==> src/rtl/hdbc_pkg.sv <==
package hdbc_pkg;

    // Brightness word width; full scale is all ones.
    localparam int LEVEL_BITS = 10;
    localparam int MS_W       = 16;
    localparam int WAIT_W     = MS_W + 2;
    localparam int CFG_DATA_W = (LEVEL_BITS > MS_W) ? LEVEL_BITS : MS_W;
    localparam int CFG_IDX_W  = 3;

    localparam logic [LEVEL_BITS-1:0] LEVEL_FULL = {LEVEL_BITS{1'b1}};
    localparam logic [MS_W-1:0]       MS_MAX     = {MS_W{1'b1}};

    // Register reset values.
    localparam logic [MS_W-1:0]       RST_HOLD_DELAY    = MS_W'(500);
    localparam logic [MS_W-1:0]       RST_STEP_INTERVAL = MS_W'(100);
    localparam logic [MS_W-1:0]       RST_TRANSITION    = MS_W'(0);
    localparam logic [LEVEL_BITS-1:0] RST_MIN_LEVEL     = LEVEL_BITS'(100);
    localparam logic [LEVEL_BITS-1:0] RST_STEP_SIZE     = LEVEL_BITS'(50);
    localparam logic [LEVEL_BITS-1:0] RST_CLICK_LEVEL   = LEVEL_BITS'(1023);

    // Item opcodes.
    typedef enum logic [1:0] {
        OP_PRESS   = 2'd0,
        OP_RELEASE = 2'd1,
        OP_TICK    = 2'd2
    } op_e;

    // Result commands.
    localparam logic CMD_ON  = 1'b0;
    localparam logic CMD_OFF = 1'b1;

    // Register indexes on the configuration port.
    typedef enum logic [CFG_IDX_W-1:0] {
        CFG_HOLD_DELAY    = 3'd0,
        CFG_STEP_INTERVAL = 3'd1,
        CFG_TRANSITION    = 3'd2,
        CFG_MIN_LEVEL     = 3'd3,
        CFG_STEP_SIZE     = 3'd4,
        CFG_CLICK_LEVEL   = 3'd5
    } cfg_idx_e;

    typedef struct packed {
        logic [1:0]            op;
        logic                  light_on;
        logic [LEVEL_BITS-1:0] light_level;
    } in_item_t;

    typedef struct packed {
        logic                  command;
        logic [LEVEL_BITS-1:0] level;
        logic                  with_transition;
    } out_item_t;

    typedef struct packed {
        logic [MS_W-1:0]       hold_delay_ms;
        logic [MS_W-1:0]       step_interval_ms;
        logic [MS_W-1:0]       transition_ms;
        logic [LEVEL_BITS-1:0] min_level;
        logic [LEVEL_BITS-1:0] step_size;
        logic [LEVEL_BITS-1:0] click_level;
    } cfg_t;

    typedef struct packed {
        logic              pressed;
        logic              holding;
        logic              dir_down;
        logic [MS_W-1:0]   press_elapsed;
        logic [WAIT_W-1:0] step_wait;
    } state_t;

endpackage

==> src/rtl/hold_to_dim_button_controller.sv <==
// Single-button dimmer controller. Items are press, release and one-millisecond
// tick events, each carrying the light's reported on flag and level; a click
// toggles the light and a long press dims it up or down in hold mode. The block
// takes one item per clock cycle: an item is captured in an input register, then
// the state update and the at most one resulting command are computed in a single
// pass and stored in the output register. An item that yields no command passes on
// even while a command waits on the output; input ready drops only when a
// command is waiting and the item in the input register yields another one.
// Configuration registers take effect on the next item and are to be written by
// the user only while the block is idle; the block itself does not enforce this.
module hold_to_dim_button_controller
    import hdbc_pkg::*;
(
    input  logic                  clk,
    input  logic                  rst_n,
    input  logic                  in_valid,
    output logic                  in_ready,
    input  in_item_t              in_item,
    output logic                  out_valid,
    input  logic                  out_ready,
    output out_item_t             out_item,
    input  logic                  cfg_we,
    input  logic [CFG_IDX_W-1:0]  cfg_index,
    input  logic [CFG_DATA_W-1:0] cfg_data
);

    cfg_t      cfg_reg;
    state_t    state_reg;
    state_t    state_next;
    logic      s1_valid_reg;
    in_item_t  s1_item_reg;
    logic      out_valid_reg;
    out_item_t out_item_reg;
    out_item_t res;
    logic      has_res;
    logic      advance;

    // Configuration registers.
    always_ff @(posedge clk or negedge rst_n)
    begin
        if (!rst_n)
        begin
            cfg_reg.hold_delay_ms    <= RST_HOLD_DELAY;
            cfg_reg.step_interval_ms <= RST_STEP_INTERVAL;
            cfg_reg.transition_ms    <= RST_TRANSITION;
            cfg_reg.min_level        <= RST_MIN_LEVEL;
            cfg_reg.step_size        <= RST_STEP_SIZE;
            cfg_reg.click_level      <= RST_CLICK_LEVEL;
        end
        else if (cfg_we)
        begin
            case (cfg_index)
                CFG_HOLD_DELAY:    cfg_reg.hold_delay_ms    <= cfg_data[MS_W-1:0];
                CFG_STEP_INTERVAL: cfg_reg.step_interval_ms <= cfg_data[MS_W-1:0];
                CFG_TRANSITION:    cfg_reg.transition_ms    <= cfg_data[MS_W-1:0];
                CFG_MIN_LEVEL:     cfg_reg.min_level        <= cfg_data[LEVEL_BITS-1:0];
                CFG_STEP_SIZE:     cfg_reg.step_size        <= cfg_data[LEVEL_BITS-1:0];
                CFG_CLICK_LEVEL:   cfg_reg.click_level      <= cfg_data[LEVEL_BITS-1:0];
                default:           cfg_reg                  <= cfg_reg;
            endcase
        end
    end

    // Per-item state update and result.
    hdbc_core u_core (
        .st      (state_reg),
        .cfg     (cfg_reg),
        .item    (s1_item_reg),
        .st_next (state_next),
        .res     (res),
        .has_res (has_res)
    );

    // The held item moves on unless it has a command and the output is blocked.
    assign advance  = s1_valid_reg && (!out_valid_reg || out_ready || !has_res);
    assign in_ready = !s1_valid_reg || advance;

    // Input register.
    always_ff @(posedge clk or negedge rst_n)
    begin
        if (!rst_n)
        begin
            s1_valid_reg <= 1'b0;
        end
        else if (in_ready)
        begin
            s1_valid_reg <= in_valid;
        end
    end

    always_ff @(posedge clk)
    begin
        if (in_valid && in_ready)
        begin
            s1_item_reg <= in_item;
        end
    end

    // Controller state.
    always_ff @(posedge clk or negedge rst_n)
    begin
        if (!rst_n)
        begin
            state_reg <= '0;
        end
        else if (advance)
        begin
            state_reg <= state_next;
        end
    end

    // Output register.
    always_ff @(posedge clk or negedge rst_n)
    begin
        if (!rst_n)
        begin
            out_valid_reg <= 1'b0;
        end
        else if (advance && has_res)
        begin
            out_valid_reg <= 1'b1;
        end
        else if (out_ready)
        begin
            out_valid_reg <= 1'b0;
        end
    end

    always_ff @(posedge clk)
    begin
        if (advance && has_res)
        begin
            out_item_reg <= res;
        end
    end

    assign out_valid = out_valid_reg;
    assign out_item  = out_item_reg;

endmodule

==> src/rtl/hdbc_core.sv <==
module hdbc_core
    import hdbc_pkg::*;
(
    input  state_t    st,
    input  cfg_t      cfg,
    input  in_item_t  item,
    output state_t    st_next,
    output out_item_t res,
    output logic      has_res
);

    logic [MS_W-1:0]       pe_inc;
    logic [WAIT_W-1:0]     sw_dec;
    logic [WAIT_W-1:0]     interval_ext;
    logic [WAIT_W-1:0]     interval_x3;
    logic                  step_dir;
    logic [LEVEL_BITS:0]   down_floor;
    logic                  down_ok;
    logic [LEVEL_BITS-1:0] down_level;
    logic [LEVEL_BITS:0]   up_sum;
    logic                  up_ok;
    logic [LEVEL_BITS-1:0] up_level;
    logic                  step_ok;
    logic [LEVEL_BITS-1:0] step_level;

    // Timers: the press counter saturates, the step timer stops at zero.
    assign pe_inc       = (st.press_elapsed != MS_MAX) ? st.press_elapsed + MS_W'(1)
                                                       : st.press_elapsed;
    assign sw_dec       = (st.step_wait != '0) ? st.step_wait - WAIT_W'(1) : '0;
    assign interval_ext = WAIT_W'(cfg.step_interval_ms);
    assign interval_x3  = {1'b0, cfg.step_interval_ms, 1'b0} + interval_ext;

    // A step taken on entering hold mode uses the freshly reversed direction.
    assign step_dir = st.holding ? st.dir_down : ~st.dir_down;

    // Going down stops once the new level would reach the minimum.
    assign down_floor = {1'b0, cfg.step_size} + {1'b0, cfg.min_level};
    assign down_ok    = {1'b0, item.light_level} > down_floor;
    assign down_level = item.light_level - cfg.step_size;

    // Going up clamps to full scale and does nothing once there.
    assign up_sum   = {1'b0, item.light_level} + {1'b0, cfg.step_size};
    assign up_ok    = item.light_level != LEVEL_FULL;
    assign up_level = (up_sum > {1'b0, LEVEL_FULL}) ? LEVEL_FULL : up_sum[LEVEL_BITS-1:0];

    assign step_ok    = item.light_on && (step_dir ? down_ok : up_ok);
    assign step_level = step_dir ? down_level : up_level;

    // Next state and result for one item.
    always_comb
    begin
        st_next = st;
        res     = '0;
        has_res = 1'b0;
        case (item.op)
            OP_PRESS:
            begin
                st_next.pressed       = 1'b1;
                st_next.holding       = 1'b0;
                st_next.press_elapsed = '0;
                st_next.step_wait     = '0;
            end
            OP_RELEASE:
            begin
                st_next.pressed = 1'b0;
                st_next.holding = 1'b0;
                if (!st.holding)
                begin
                    has_res = 1'b1;
                    if (!item.light_on)
                    begin
                        st_next.dir_down = 1'b0;
                        res.command      = CMD_ON;
                        res.level        = cfg.click_level;
                    end
                    else
                    begin
                        res.command = CMD_OFF;
                    end
                end
            end
            OP_TICK:
            begin
                if (st.pressed)
                begin
                    st_next.press_elapsed = pe_inc;
                    if (!st.holding)
                    begin
                        if (pe_inc >= cfg.hold_delay_ms)
                        begin
                            st_next.holding = 1'b1;
                            if (!item.light_on)
                            begin
                                // Turn on at the minimum, then wait three intervals.
                                st_next.dir_down    = 1'b0;
                                st_next.step_wait   = interval_x3;
                                has_res             = 1'b1;
                                res.command         = CMD_ON;
                                res.level           = cfg.min_level;
                                res.with_transition = 1'b1;
                            end
                            else
                            begin
                                st_next.dir_down    = ~st.dir_down;
                                st_next.step_wait   = interval_ext;
                                has_res             = step_ok;
                                res.command         = CMD_ON;
                                res.level           = step_level;
                                res.with_transition = 1'b1;
                            end
                        end
                    end
                    else if (sw_dec != '0)
                    begin
                        st_next.step_wait = sw_dec;
                    end
                    else
                    begin
                        st_next.step_wait   = interval_ext;
                        has_res             = step_ok;
                        res.command         = CMD_ON;
                        res.level           = step_level;
                        res.with_transition = 1'b1;
                    end
                end
            end
            default:
            begin
                st_next = st;
            end
        endcase
    end

endmodule

==> config.mk <==
export PLATFORM = sky130hd
export DESIGN_NAME = hold_to_dim_button_controller
export DESIGN_NICKNAME = d
export VERILOG_FILES = /design/src/rtl/hdbc_pkg.sv /design/src/rtl/hold_to_dim_button_controller.sv /design/src/rtl/hdbc_core.sv
export SDC_FILE = /design/constraint.sdc
export NUM_CORES = 1
export LEC_CHECK = 0
export BUFFER_PORTS_ARGS = -buffer_cell sky130_fd_sc_hd__buf_2
export CAP_MARGIN = 5
export CORE_UTILIZATION = 47
export CTS_BUF_LIST = sky130_fd_sc_hd__clkbuf_2
export CTS_CLUSTER_DIAMETER = 120
export DETAILED_ROUTE_END_ITERATION = 10
export HOLD_SLACK_MARGIN = 0.12
export PLACE_DENSITY = 0.66
export SETUP_SLACK_MARGIN = 0.2
export SYNTH_ARGS = -nofsm -noshare
export SYNTH_HDL_FRONTEND = slang
export SYNTH_SLANG_ARGS = --single-unit
==> constraint.sdc <==
create_clock -name clk -period 4.6 [get_ports clk]
set_input_delay 0.46 -clock clk [delete_from_list [all_inputs] [get_ports clk]]
set_output_delay 0.46 -clock clk [all_outputs]
set_load 0.05 [all_outputs]
==> results.ini <==
[sta]
achievable-frequency_ghz = 0.205
rsz0062_at_grt = true
setup-violations-final = 1
post-route-period-util_pct = 106
max_slew.worst_pin.slew_ns = 0.954
final-hold-violation-count = 0
finClkSkew_ns = 0.0390
layout_min_cycle_time_ns = 4.88
timing_max_transition_violations_final = 0
max_slew_margin_pct = 34.7
timing.final.ws_setup_ns = -0.276

[finish]
final_net_count = 1236
largest_register_ffs = 62
layout-drive-gt1-share_pct = 21.5
synthToLayoutAreaGrowth_pct = 18.1
final_util_pct = 56.7

[setup_path]
critPathRequiredTime_ns = 4.14
library_cell_contributing_the_largest_single_delay_on_the_critical_path = nor4b_1
crit_type = flop to output pin
worstPathArrival_ns = 4.42
critical_path.max_stage_delay_ns = 0.50
worst_setup_path_end_kind = output pin
crit_path_start_kind = flop
path_cells = ha_4, a21o_1, a21oi_2, o21bai_1, a21oi_2, o21bai_1, a21oi_2, nor4b_1, a2111oi_4, ha_4, nor2_2, a2111o_1, a211oi_2, o2111a_1, o31a_1, o311ai_4, nand2b_4, buf_6
most_frequent_cp_cell = a21oi_2
critical_path_peak_fanout = 3

[global_route]
grt_use_total_pct = 26.6
grt_max_degree = 66
global_route.overflow_total = 0
antenna_found_initial = 1
grt_first_pass_wirelength_um = 42000
number_of_global_route_vias_before_repair = 7798

[power_and_ir_drop]
max-vdd-ir-drop_uv = 211
comb_power_share_pct = 46.2
total_net_switching_power_mw = 1.80
cellLeakagePower_nw = 4.67
total_power_mw = 4.29
p_int_mw = 2.50
power.clock.fraction_pct = 17.9
power_per_cell_area_mw_per_mm2 = 388
power_switching_share_pct = 41.8
power.share.sequential_pct = 35.9

[floorplan]
initial_utilization_pct = 48.0
core_region_area_mm2 = 0.0195
die_w_um = 143
fp.dieH_um = 143
io_pins = 51
row_count = 51
floorplan.die_area_mm2 = 0.0205

[drt]
wl_per_cell_um = 19.4
postRouteAntennaNets = 0
drt_iter0_markers = 670
detail_route.wirelength_um = 27200
drc_errors = 0
post_drt_via_cell_ratio = 6.12
detailedRoute.firstPassIterationCount = 7
dr_total_vias = 8548

[yosys]
muxShareOfSynthArea_pct = 4.90
post-synth-top-count-cell = o21ai_0
asyncSetResetFlopFracSynth_pct = 80.2
yosys.area_share.xor_xnor_pct = 3.08
synth_top_family_by_area = compound AO/OA/AOI/OAI gates
syn-cell-area_mm2 = 0.00938
synthSimpleGateAreaFrac_pct = 15.1
post_synth_num_cell_types = 82
syn-num-nets = 1137
synth_area_leaders = dfrtp_1 20%, ha_1 10%, edfxtp_1 8.0%
netlist_instances = 1019
ys_ff_latch = 126
synth-compound-area-share_pct = 25.7
ys_top_cells_by_count = 90 x o21ai_0, 83 x nand2_1, 77 x ha_1
synth-adder-area-share_pct = 11.1
post-synth-top-area-cell = dfrtp_1
yosys_most_used_dff = dfrtp_1
post_synth_edffs = 25
register_area_share_after_synthesis_pct = 35.3
post-synth-top-area-fraction_pct = 20.3
syn-mean-instance-area_um2 = 9.20
yosysWarningCount = 0

[placement]
dp_worst_setup_slack_ns = 0.0820
port-buffer-count = 50
gp_congestion = 0.894
detailedPlacementHpwl_um = 19000

[run]
max_cap_violations = 0

[cts]
tritoncts = yes
cts_root_buf = clkbuf_2
numCtsBuffers = 17
numClockSinks = 126
ctsLongestPathBuffers = 2
h_tree_lvls = 4
clock_latency_ns = 0.72
path_clk_slew_ns = 0.20

[run_status]
violations = setup timing
outcome = finished with violations

[worst_hold_path]
hold_path_class = input pin to flop

-- timing repair --
action / 4_1_cts / 5_1_grt
cloned: 0 / 4
pin swaps: 7 / 19
setup buffers: 4 / 7
setup endpoints to repair: 20 / 45
gates resized for setup: 11 / 46
endpoints found under the hold margin: 127 / 0
hold buffers: 32 / 0
-- cell usage in the layout (no fill, tap or decap), drive strengths merged, types with 7 or more instances in the layout --
master        n
xnor2        23
a21o         15
a211oi       21
edfxtp       25
o31a          7
a21oi        47
inv          66
nand2b        8
mux2         39
a22oi         7
buf          92
nand3        21
nor3         23
nor2         58
o31ai        29
or2           9
ha           77
dfstp        25
clkbuf       22
a31oi        18
dlygate4sd3  32
nand2        83
o21a         11
o41ai        14
a221oi        9
dfrtp        76
o21ai        95
o311ai        7
nand4        12
o211ai        7
xor2         10
and2         11
or3           7
-- routing by layer --
| layer | global-route usage [%] | share of wire [%] |
|---|---|---|
| met5 | 0 | 0 |
| met4 | 7.78 | 1.8 |
| met2 | 39.3 | 44 |
| met3 | 6.30 | 7.8 |
| met1 | 38.4 | 47 |
-- layout make-up --
type,instances,area (um2)
diodes,1,2.50
fillers,1757,8450
clock buffers,18,90.1
well taps,265,332
repair buffers,128,1040
clock inverters,14,168
multi-input cells,780,5880
inverters,65,244
flip-flops and latches,126,3310
-- logic make-up after synthesis --
group	Yosys count
flops	126
fa+ha+maj	81
xor+xnor	33
mux	41
buf+inv	113
simple gates	281
compound gates	344
-- final timing paths --
| check | slack (ns) | to | depth (start not counted) | startpoint |
|---|---|---|---|---|
| worst max-delay path | -0.28 | in_ready | 18 | cfg_reg[21]$_DFFE_PN0P_ |
| worst min-delay path | 0.26 | cfg_reg[14]$_DFFE_PN1P_ | 5 | cfg_index[0] |
| worst max register to register | 0.26 | state_reg[14]$_DFFE_PN0P_ | 21 | cfg_reg[21]$_DFFE_PN0P_ |
| worst min register to register | 0.53 | cfg_reg[70]$_DFFE_PN1P_ | 2 | cfg_reg[70]$_DFFE_PN1P_ |
| max in group asynchronous | 3.10 | cfg_reg[8]$_DFFE_PN1P_ | 3 | rst_n |
| min in group asynchronous | 0.37 | state_reg[15]$_DFFE_PN0P_ | 2 | rst_n |
-- stage by stage --
| step | setup TNS (ns) | area, um2 | hold slack (ns) | instances |
|---|---|---|---|---|
| 6_report | -0.276 | 11100 | 0.260 | 1397 |
| 5_1_grt | -0.526 | 11100 | 0.249 | 1397 |
| 4_1_cts | -0.280 | 10700 | 0.235 | 1385 |
| 3_5_place_dp | 0 | 10100 | 0.504 | 1317 |
| 3_3_place_gp | 0 | 10100 | 0.500 | 1317 |
| 2_1_floorplan | 0 | 9390 | 0.164 | 1019 |
-- worst max-delay path, delay by kind of cell (launching register included) --
kind            cells  cell delay (ns)
compound gates     12             1.78
fa+ha+maj           2             0.58
buf+inv             1             0.16
flops               1             0.48
simple gates        3             0.71
-- power groups by stage --
stage	Clock, mW	Sequential, mW	Combinational [mW]
floorplan	0	1.47	1.39
global placement	0	1.55	1.79
detailed placement	0	1.55	1.81
CTS	0.781	1.53	1.87
global route	0.825	1.56	2.20
finish	0.767	1.54	1.99
Note: power is estimated with default switching activity, not from simulation.
